`config.mk`:
```
export PLATFORM = sky130hd
export DESIGN_NAME = sorted_priority_list_unit
export DESIGN_NICKNAME = d
export VERILOG_FILES = /design/src/rtl/spl_pkg.sv /design/src/rtl/spl_front.sv /design/src/rtl/spl_queue.sv /design/src/rtl/spl_list.sv /design/src/rtl/sorted_priority_list_unit.sv
export SDC_FILE = /design/constraint.sdc
export NUM_CORES = 2
export LEC_CHECK = 0
export ABC_AREA = 1
export BUFFER_PORTS_ARGS = -buffer_cell sky130_fd_sc_hd__clkbuf_2
export CAP_MARGIN = 10
export CELL_PAD_IN_SITES_DETAIL_PLACEMENT = 1
export CELL_PAD_IN_SITES_GLOBAL_PLACEMENT = 1
export CORE_ASPECT_RATIO = 1.2
export CORE_MARGIN = 2
export CORE_UTILIZATION = 35
export DETAILED_ROUTE_END_ITERATION = 12
export GPL_ROUTABILITY_DRIVEN = 1
export PLACE_DENSITY_LB_ADDON = 0.1
export RECOVER_POWER = 100
export SYNTH_ARGS = -nofsm -noshare
export SYNTH_HDL_FRONTEND = slang
export SYNTH_SLANG_ARGS = --single-unit
```
`constraint.sdc`:
```
create_clock -name clk -period 5.78 [get_ports clk]
set_input_delay 0.289 -clock clk [delete_from_list [all_inputs] [get_ports clk]]
set_output_delay 0.289 -clock clk [all_outputs]
set_load 0.01 [all_outputs]
```
`src/rtl/spl_pkg.sv`:
```
// Shared types and constants of the sorted priority list unit.
package spl_pkg;

	localparam int CAPACITY_DEF = 16;
	localparam int Q_DEPTH      = 2;
	localparam int VAL_W        = 32;
	localparam int PRI_W        = 8;

	localparam logic [1:0] KIND_INSERT = 2'd0;
	localparam logic [1:0] KIND_SWAP   = 2'd1;
	localparam logic [1:0] KIND_DUMP   = 2'd2;

	typedef enum logic [1:0] {
		OP_INSERT,
		OP_SWAP,
		OP_SWAP_SAME,
		OP_DUMP
	} op_t;

	typedef enum logic [2:0] {
		STAT_INSERTED  = 3'd0,
		STAT_FULL      = 3'd1,
		STAT_SWAPPED   = 3'd2,
		STAT_SAME      = 3'd3,
		STAT_NOT_FOUND = 3'd4,
		STAT_DUMP      = 3'd5
	} status_t;

	typedef enum logic [1:0] {
		S_IDLE,
		S_SWAP,
		S_DUMP
	} state_t;

	typedef enum logic [1:0] {
		C_HOLD,
		C_INSERT,
		C_SWAP,
		C_ROTATE
	} cell_op_t;

	typedef struct packed {
		op_t                      op;
		logic signed [VAL_W-1:0]  value;
		logic        [PRI_W-1:0]  p1;
		logic        [PRI_W-1:0]  p2;
	} cmd_t;

	typedef struct packed {
		status_t                  status;
		logic signed [VAL_W-1:0]  value;
		logic        [PRI_W-1:0]  prio;
		logic                     entry_valid;
		logic                     last;
	} res_t;

endpackage

```
`src/rtl/spl_front.sv`:
```
// Front end: takes items off the command port and classifies them.
module spl_front
	import spl_pkg::*;
(
	input  logic                     start,
	input  logic [1:0]               kind,
	input  logic signed [VAL_W-1:0]  item_value,
	input  logic [PRI_W-1:0]         item_priority,
	input  logic [PRI_W-1:0]         other_priority,
	input  logic                     q_full,
	output logic                     busy,
	output logic                     push,
	output cmd_t                     cmd
);

	logic known;

	assign busy = q_full;

	always_comb begin
		cmd.value = item_value;
		cmd.p1    = item_priority;
		cmd.p2    = other_priority;
		cmd.op    = OP_INSERT;
		known     = 1'b1;
		unique case (kind)
			KIND_INSERT: cmd.op = OP_INSERT;
			// equal priorities are settled here, the list is never touched
			KIND_SWAP:   cmd.op = (item_priority == other_priority) ? OP_SWAP_SAME : OP_SWAP;
			KIND_DUMP:   cmd.op = OP_DUMP;
			default:     known  = 1'b0;
		endcase
	end

	// unknown kinds are accepted and dropped
	assign push = start && !q_full && known;

endmodule

```
`src/rtl/spl_queue.sv`:
```
// Short command queue between the front end and the list engine.
module spl_queue
	import spl_pkg::*;
(
	input  logic clk,
	input  logic arst_n,
	input  logic push,
	input  cmd_t push_cmd,
	input  logic pop,
	output cmd_t head,
	output logic empty,
	output logic full
);

	localparam int AW = (Q_DEPTH > 1) ? $clog2(Q_DEPTH) : 1;
	localparam int CW = $clog2(Q_DEPTH + 1);

	cmd_t            mem_q [Q_DEPTH];
	logic [AW-1:0]   wr_ptr_q;
	logic [AW-1:0]   rd_ptr_q;
	logic [CW-1:0]   cnt_q;
	logic            do_push;
	logic            do_pop;

	assign empty   = (cnt_q == '0);
	assign full    = (cnt_q == CW'(Q_DEPTH));
	assign do_push = push && !full;
	assign do_pop  = pop && !empty;
	assign head    = mem_q[rd_ptr_q];

	always_ff @(posedge clk or negedge arst_n) begin
		if (!arst_n) begin
			wr_ptr_q <= '0;
			rd_ptr_q <= '0;
			cnt_q    <= '0;
		end else begin
			if (do_push)
				wr_ptr_q <= (wr_ptr_q == AW'(Q_DEPTH - 1)) ? '0 : wr_ptr_q + AW'(1);
			if (do_pop)
				rd_ptr_q <= (rd_ptr_q == AW'(Q_DEPTH - 1)) ? '0 : rd_ptr_q + AW'(1);
			if (do_push && !do_pop)
				cnt_q <= cnt_q + CW'(1);
			else if (do_pop && !do_push)
				cnt_q <= cnt_q - CW'(1);
		end
	end

	always_ff @(posedge clk) begin
		if (do_push)
			mem_q[wr_ptr_q] <= push_cmd;
	end

endmodule

```
`src/rtl/spl_list.sv`:
```
// List engine: sorted cell array with insert, swap and rotating dump.
module spl_list
	import spl_pkg::*;
#(
	parameter int CAPACITY = CAPACITY_DEF
) (
	input  logic clk,
	input  logic arst_n,
	input  cmd_t head,
	input  logic empty,
	output logic pop,
	output logic res_valid,
	output res_t res
);

	localparam int CW = $clog2(CAPACITY + 1);

	logic signed [VAL_W-1:0] val_q [CAPACITY];
	logic        [PRI_W-1:0] pri_q [CAPACITY];
	logic signed [VAL_W-1:0] val_d [CAPACITY];
	logic        [PRI_W-1:0] pri_d [CAPACITY];

	logic [CW-1:0]       count_q;
	logic [CW-1:0]       dump_idx_q;
	logic [CW-1:0]       last_idx;
	state_t              state_q, state_d;
	cell_op_t            cop;
	logic [CAPACITY-1:0] in_list, lt, first_a, first_b;
	logic [CAPACITY-1:0] fa_q, fb_q;
	logic signed [VAL_W-1:0] va, vb;
	logic                mark_ld, count_inc, dump_clr, dump_inc;
	logic                res_valid_d;
	res_t                res_d;
	logic                res_valid_q;
	res_t                res_q;

	assign last_idx = count_q - CW'(1);

	// per-cell compares; the list is sorted, so the first holder of a
	// priority is the cell whose left neighbor holds a different one
	for (genvar i = 0; i < CAPACITY; i++) begin : g_cmp
		assign in_list[i] = (CW'(i) < count_q);
		assign lt[i]      = in_list[i] && (pri_q[i] < head.p1);
		if (i == 0) begin : g_first
			assign first_a[i] = in_list[i] && (pri_q[i] == head.p1);
			assign first_b[i] = in_list[i] && (pri_q[i] == head.p2);
		end else begin : g_rest
			assign first_a[i] = in_list[i] && (pri_q[i] == head.p1)
				&& (pri_q[i-1] != head.p1);
			assign first_b[i] = in_list[i] && (pri_q[i] == head.p2)
				&& (pri_q[i-1] != head.p2);
		end
	end

	// one-hot select of the two swap values
	always_comb begin
		va = '0;
		vb = '0;
		for (int i = 0; i < CAPACITY; i++) begin
			va = va | (fa_q[i] ? val_q[i] : '0);
			vb = vb | (fb_q[i] ? val_q[i] : '0);
		end
	end

	always_comb begin
		state_d          = state_q;
		pop              = 1'b0;
		cop              = C_HOLD;
		mark_ld          = 1'b0;
		count_inc        = 1'b0;
		dump_clr         = 1'b0;
		dump_inc         = 1'b0;
		res_valid_d      = 1'b0;
		res_d.status     = STAT_INSERTED;
		res_d.value      = '0;
		res_d.prio       = '0;
		res_d.entry_valid = 1'b0;
		res_d.last       = 1'b1;
		unique case (state_q)
			S_IDLE: begin
				if (!empty) begin
					pop = 1'b1;
					unique case (head.op)
						OP_INSERT: begin
							res_valid_d = 1'b1;
							if (count_q == CW'(CAPACITY)) begin
								res_d.status = STAT_FULL;
							end else begin
								cop       = C_INSERT;
								count_inc = 1'b1;
							end
						end
						OP_SWAP_SAME: begin
							res_valid_d  = 1'b1;
							res_d.status = STAT_SAME;
						end
						OP_SWAP: begin
							mark_ld = 1'b1;
							state_d = S_SWAP;
						end
						OP_DUMP: begin
							if (count_q == '0) begin
								res_valid_d  = 1'b1;
								res_d.status = STAT_DUMP;
							end else begin
								dump_clr = 1'b1;
								state_d  = S_DUMP;
							end
						end
					endcase
				end
			end
			S_SWAP: begin
				res_valid_d = 1'b1;
				state_d     = S_IDLE;
				if (|fa_q && |fb_q) begin
					cop          = C_SWAP;
					res_d.status = STAT_SWAPPED;
				end else begin
					res_d.status = STAT_NOT_FOUND;
				end
			end
			S_DUMP: begin
				// head cell goes out, the list rotates by one
				res_valid_d       = 1'b1;
				res_d.status      = STAT_DUMP;
				res_d.value       = val_q[0];
				res_d.prio        = pri_q[0];
				res_d.entry_valid = 1'b1;
				res_d.last        = (dump_idx_q == last_idx);
				cop               = C_ROTATE;
				dump_inc          = 1'b1;
				if (dump_idx_q == last_idx)
					state_d = S_IDLE;
			end
			default: state_d = S_IDLE;
		endcase
	end

	for (genvar i = 0; i < CAPACITY; i++) begin : g_cell
		always_comb begin
			val_d[i] = val_q[i];
			pri_d[i] = pri_q[i];
			case (cop)
				C_INSERT: begin
					if (!lt[i]) begin
						if (i == 0 || lt[(i == 0) ? 0 : i-1]) begin
							val_d[i] = head.value;
							pri_d[i] = head.p1;
						end else begin
							val_d[i] = val_q[(i == 0) ? 0 : i-1];
							pri_d[i] = pri_q[(i == 0) ? 0 : i-1];
						end
					end
				end
				C_SWAP: begin
					if (fa_q[i])
						val_d[i] = vb;
					else if (fb_q[i])
						val_d[i] = va;
				end
				C_ROTATE: begin
					if (CW'(i) == last_idx) begin
						val_d[i] = val_q[0];
						pri_d[i] = pri_q[0];
					end else if (i < CAPACITY - 1) begin
						val_d[i] = val_q[(i < CAPACITY - 1) ? i+1 : i];
						pri_d[i] = pri_q[(i < CAPACITY - 1) ? i+1 : i];
					end
				end
				default: ;
			endcase
		end

		always_ff @(posedge clk) begin
			val_q[i] <= val_d[i];
			pri_q[i] <= pri_d[i];
		end
	end

	always_ff @(posedge clk or negedge arst_n) begin
		if (!arst_n) begin
			state_q     <= S_IDLE;
			count_q     <= '0;
			dump_idx_q  <= '0;
			res_valid_q <= 1'b0;
		end else begin
			state_q     <= state_d;
			res_valid_q <= res_valid_d;
			if (count_inc)
				count_q <= count_q + CW'(1);
			if (dump_clr)
				dump_idx_q <= '0;
			else if (dump_inc)
				dump_idx_q <= dump_idx_q + CW'(1);
		end
	end

	always_ff @(posedge clk) begin
		if (mark_ld) begin
			fa_q <= first_a;
			fb_q <= first_b;
		end
		if (res_valid_d)
			res_q <= res_d;
	end

	assign res_valid = res_valid_q;
	assign res       = res_q;

endmodule

```
`src/rtl/sorted_priority_list_unit.sv`:
```
// Insert is done from the idle state; swap marks both cells, then swaps; dump sends one entry per cycle.
// Commands go through the queue, the swap or dump state if any, and the result register;
// a 2-deep command queue lets start be taken while the engine works, busy only when it is full.
// Insert and swap use the parallel compares of the cells; dump uses the one-step rotation.
// Reset clears the entry count, queue, sequencer and result strobe; cell contents are kept.
// Results cannot be stalled: each shows for exactly one cycle with result_valid.
module sorted_priority_list_unit
	import spl_pkg::*;
#(
	parameter int CAPACITY = CAPACITY_DEF
) (
	input  logic                     clk,
	input  logic                     arst_n,
	input  logic                     start,
	output logic                     busy,
	input  logic [1:0]               kind,
	input  logic signed [VAL_W-1:0]  item_value,
	input  logic [PRI_W-1:0]         item_priority,
	input  logic [PRI_W-1:0]         other_priority,
	output logic                     result_valid,
	output logic [2:0]               status,
	output logic signed [VAL_W-1:0]  out_value,
	output logic [PRI_W-1:0]         out_priority,
	output logic                     entry_valid,
	output logic                     last
);

	cmd_t push_cmd;
	cmd_t head;
	logic push, pop, q_empty, q_full;
	res_t res;

	spl_front u_front (
		.start          (start),
		.kind           (kind),
		.item_value     (item_value),
		.item_priority  (item_priority),
		.other_priority (other_priority),
		.q_full         (q_full),
		.busy           (busy),
		.push           (push),
		.cmd            (push_cmd)
	);

	spl_queue u_queue (
		.clk      (clk),
		.arst_n   (arst_n),
		.push     (push),
		.push_cmd (push_cmd),
		.pop      (pop),
		.head     (head),
		.empty    (q_empty),
		.full     (q_full)
	);

	spl_list #(
		.CAPACITY (CAPACITY)
	) u_list (
		.clk       (clk),
		.arst_n    (arst_n),
		.head      (head),
		.empty     (q_empty),
		.pop       (pop),
		.res_valid (result_valid),
		.res       (res)
	);

	assign status       = res.status;
	assign out_value    = res.value;
	assign out_priority = res.prio;
	assign entry_valid  = res.entry_valid;
	assign last         = res.last;

endmodule

```
# After elaboration in Yosys (flattened, before gate mapping)
# Memory sizes are Yosys's and may differ from the RTL's.
# Index checks and enable logic that the tools add are counted.
dict set report classes {
  n_addsub 7
  magnitude_cmp 32
  n_eq_ne 95
  n_mux 236
  bitwise_logic 30
  n_reduce_logical 103
}
# operator n
set ops {}
lappend ops {{$mux 32} 111}
lappend ops {{$pmux 32 s3} 16}
lappend ops {{$or 32x32->32} 30}
lappend ops {{$mux 8} 47}
lappend ops {{$eq 8x8->1} 33}
lappend ops {{$pmux 8 s2} 16}
lappend ops {{$ne 8x8->1} 30}
lappend ops {{$lt 8x8->1} 16}
lappend ops {{$logic_and 1x1->1} 85}
lappend ops {{$eq 4x5->1 const A} 8}
lappend ops {{$lt 4x5->1 const A} 8}
lappend ops {{$reduce_or 16->1} 2}
lappend ops {{$mux 1} 23}
lappend ops {{$eq 3x5->1 const A} 4}
lappend ops {{$lt 3x5->1 const A} 4}
lappend ops {{$mux 2} 10}
lappend ops {{$pmux 3 s3} 2}
lappend ops {{$eq 2x2->1 const B} 7}
lappend ops {{$pmux 2 s2} 3}
lappend ops {{$add 5x1->5 const B} 2}
lappend ops {{$eq 2x5->1 const A} 2}
lappend ops {{$logic_not 5->1} 2}
lappend ops {{$lt 1x5->1 const A} 2}
lappend ops {{$lt 2x5->1 const A} 2}
lappend ops {{21 further kinds} 38}
dict set report word_totals {
  reg_bits 94
  ram_bits 740
  inputBits 53
  word_cells 520
  n_memories 3
}
# name depth width rd rd_clocked_by_memory_dff wr line_no
set mem_list {}
lappend mem_list {u_list.val_q 16 32 16 0 16 spl_list.sv:18} ;# logic signed [VAL_W-1:0] val_q [CAPACITY];
lappend mem_list {u_list.pri_q 16 8 16 0 16 spl_list.sv:19} ;# logic [PRI_W-1:0] pri_q [CAPACITY];
lappend mem_list {u_queue.mem_q 2 50 1 0 1 spl_queue.sv:18} ;# cmd_t mem_q [Q_DEPTH];

# Depth between registers and ports, before layout
# An unclocked memory read counts as a cell.
dict set report logic_depth {
  ltp_word 20
  mapped_depth 19
  mapped_depth_nobuf 14
}

# Cells and area by module
# Synthesis repeated with hierarchy kept, for this count alone.
dict set report hier_totals {
  cells_unflattened 11632
  area_unflattened_um2 72054.1
}
# mod instances cells_per_inst area_each_um2 seq_area_each_um2
set modules_own_cells {}
lappend modules_own_cells {spl_list 1 11248 67574.8 21856.0}
lappend modules_own_cells {spl_queue 1 293 3886.2 3103.0}
lappend modules_own_cells {spl_front 1 91 593.1 0.0}

# Worst setup path after synthesis
# No wires, ideal clock.
dict set report synth_path {
  path_type {reg2reg}
  from {register, netlist name u_queue.rd_ptr_q}
  to {memory u_list.val_q[4][0], in the netlist u_list.val_q[0][128], enable pin}
  setup_ns 0.421
  arrival_time_ns 3.968
  required_ns 5.359
  setup_slack_ns 1.391
  stages_incl_launch_ff 14
  n_path_buf 6
  synth_period_minus_slack_ns 4.389
  cell_sequence {dfrtp_1 -> buf_4 -> buf_4 -> buf_4 -> mux2i_2 -> buf_4 -> ha_1 -> nand2_1 -> o21a_1 -> clkbuf_1 -> nand3_1 -> clkbuf_1 -> o21ai_0 -> nor2_1}
}
# element line_no
set synth_rtl {}
lappend synth_rtl {{end: declaration} spl_list.sv:18}

==> metrics.cfg <==
[clock_network]
numCtsBuffers = 111
clkTransAtPathRegs_ns = 0.06
htree_levels = 3
clk_path_buf_depth = 3
clock_sinks = 834
post_cts_buffers = 0
cts_root_buffer = clkbuf_16
cts_tree = done
clk_latency_ns = 0.84

[timing]
period_share = 0.945
clock.fmax_mhz = 183
holdWs_ns = 0.153
finalClockSkew_ns = 0.0405
period_minus_slack_ns = 5.46
slew_viol_final = 961
hold_viol = 0
finalSetupViolations = 0
tightest_slew_ns = 3.25
rsz0062_at_grt = no
fin_setup_tns_ns = 0
slew_headroom = -1.17

[worst_setup_path]
cp.buffers_inverters = 3
arrival_ns = 6.13
r2r_cells = 6
start_kind = register
timing.rr.start = u_list.state_q[0]
r2r_slack_ns = 0.32
slowest_delay_ns = 1.89
critPathLaunch = u_list.state_q[0]
endpoint = u_list.val_q[1][239]
cp.depth = 6
crit_path_end_kind = register
cp_top_family = buffers and inverters
critical_path_class = reg -> reg
crit_path_max_fanout = 52
worstPathCellList = inv_1 > ha_1 > buf_12 > clkbuf_1 > nand2_1 > nand3_1
cp.required_ns = 6.44
reg2reg_to = u_list.val_q[1][239]
cpMaxStageDelayCell = clkbuf_1

[logic_synthesis]
netlist_top_cells_area = edfxtp_1 (34%), nand2_1 (25%), nand3_1 (11%)
yosysWarnings = 0
synth_fp_nets = 11400
synth_top_area_share = 0.340
ys_seq_elements = 834
seq_area_frac_synth = 0.346
synth.avg_cell_area_um2 = 6.42
synth_most_common_cell = nand2_1
yosys.cell_types.count = 45
synth_commonest_cells = nand2_1 (4722), nand3_1 (1647), edfxtp_1 (817), o21ai_0 (715), nor2_1 (672)
ys_async_sr_fraction = 0.0204
yosysTopAreaCell = edfxtp_1
synth-edff-count = 817
synthFlopType = edfxtp_1
synth_area_mm2 = 0.0722
syn_inst = 11200

[hold_path]
hp-class = in -> reg

[global_route]
grt_pass1_vias = 88100
grt_pass1_wl_um = 664000
antenna_found_initial = 53
grt_max_degree = 190
grt.overflow.total = 0
grtUsageTotal = 0.442

[route]
ant_nets = 0
vias_per_cell = 6.61
post-route-drc-count = 0
wirelength_um = 478000
wire_per_inst_um = 35.0
drtIter0Drc = 13600
dr.pass1.iters = 6
routed-via-count = 90200

[cells_and_area]
layout-drive-gt1-share = 0.0542
finalNonFillerCells = 13600
areaGrowthSynthToFinish_pct = 8.72
nets = 11000

[place]
place.gp.congestion = 0.928
portBuffers = 99
dp.cells = 13300
hpwl_um = 268000

[pwr]
power_density_mw_per_mm2 = 789
vdd_drop_max_mv = 0.719
power_leakage_nw = 34.4

[outcome]
violations = max-capacitance violations, max-slew violations
outcome = complete, but fails checks

[floorplanning]
ioPinCount = 100
rows = 182
fp.dieArea_mm2 = 0.210
die_x_um = 419
fp.dieH_um = 502
initial_core_util = 0.352
coreArea_mm2 = 0.205

[flow_run]
maxCapViolations = 26

==> kinds of logic (layout without fill, tap and decap cells) <==
| kind of cell | Yosys count | in the layout | share of synthesized area |
|---|---|---|---|
| multiplexers | 7 | 7 | 0.00133 |
| buffers and inverters | 1267 | 959 | 0.0770 |
| XOR/XNOR | 118 | 118 | 0.0143 |
| AND/OR/NAND/NOR | 7560 | 7560 | 0.442 |
| AO/OA/AOI/OAI | 1317 | 1317 | 0.0954 |
| adder cells (fa/ha/maj) | 144 | 144 | 0.0249 |
| other | 0 | 35 | 0 |
| flip-flops | 834 | 834 | 0.346 |
==> flip-flops by register name, indices dropped and copies added, names as in the netlist, 5 cells and up <==
signal / count
u_list.fb_q: 16
u_list.pri_q: 128
u_list.res: 45
u_list.val_q: 512
u_list.count_q: 5
u_queue.mem_q: 100
u_list.fa_q: 16
u_list.dump_idx_q: 5
==> report_power, final <==
group / total (mW) / leakage, nW / internal, mW / switching, mW
clock network: 7.42 / 1.75 / 3.97 / 3.44
logic: 38.7 / 24.7 / 9.30 / 29.4
registers: 15.9 / 7.98 / 12.2 / 3.72
total: 62.0 / 34.4 / 25.4 / 36.5
==> cells in the final DEF (no fill, tap or decap), drive strengths merged, types with 11 or more instances in the layout <==
cell type | netlist | layout
a21oi | 322 | 322
buf | 510 | 235
clkbuf | 450 | 291
clkinv | 7 | 51
clkinvlp | 0 | 11
dfrtp | 17 | 17
diode | 0 | 35
dlygate4sd3 | 0 | 55
edfxtp | 817 | 817
ha | 144 | 144
inv | 300 | 309
nand2 | 4760 | 4760
nand3 | 1652 | 1652
nand4 | 396 | 396
nor2 | 708 | 708
nor3 | 15 | 15
o211ai | 85 | 85
o21ai | 877 | 877
o21bai | 14 | 14
o22ai | 17 | 17
or2 | 18 | 18
xnor2 | 17 | 17
xor2 | 101 | 101
==> how the worst min path moves through the flow <==
stage / slack [ns] / to / from / cells after the start
floorplan: -0.007 / u_list.count_q[0] / arst_n / 0
global placement: 0.29 / u_queue.wr_ptr_q / arst_n / 1
detailed placement: 0.29 / u_queue.rd_ptr_q / arst_n / 1
CTS: 0.07 / u_queue.mem_q[1][48] / kind[0] / 4
global route: 0.16 / u_queue.mem_q[1][48] / kind[0] / 4
finish: 0.15 / u_queue.mem_q[1][48] / kind[0] / 4
==> layer usage <==
| metal | vias up | part of all wire | track usage |
|---|---|---|---|
| li1 | 36800 | - | - |
| met1 | 43800 | 0.35 | 0.524 |
| met2 | 7317 | 0.41 | 0.641 |
| met3 | 2233 | 0.14 | 0.151 |
| met4 | 45 | 0.099 | 0.372 |
| met5 | - | 0.00088 | 0 |
==> through the flow <==
stage	util	power [mW]	instance area, µm²	setup WS (ns)
6_report	0.383	62.0	78500	0.317
5_1_grt	0.383	64.0	78500	0.365
4_1_cts	0.385	59.7	78900	0.934
3_5_place_dp	0.365	52.2	74700	0.976
3_3_place_gp	0.364	51.2	74600	1.00
2_1_floorplan	-	35.8	72200	1.39
==> worst register-to-register path, stage by stage, from the launching register on <==
cell	delay, ns
dfrtp_1	0.43
inv_1	0.11
ha_1	1.42
buf_12	0.43
clkbuf_1	2.02
nand2_1	0.64
nand3_1	0.26
==> final cells by class <==
type | count | area [µm²]
Antenna cell | 35 | 87.6
Clock buffer | 138 | 2960
Clock inverter | 71 | 671
Fill cell | 26400 | 126000
Inverter | 307 | 1160
Multi-Input combinational cell | 9146 | 42000
Sequential cell | 834 | 25000
Tap cell | 2668 | 3340
Timing Repair Buffer | 443 | 3370
==> what timing repair did <==
item	4_1_cts	5_1_grt
endpoints found under the hold margin	118	0
hold buffers	55	0
resized for setup	0	0
setup endpoints to repair	0	0
Note: power is estimated with default switching activity, not from simulation.
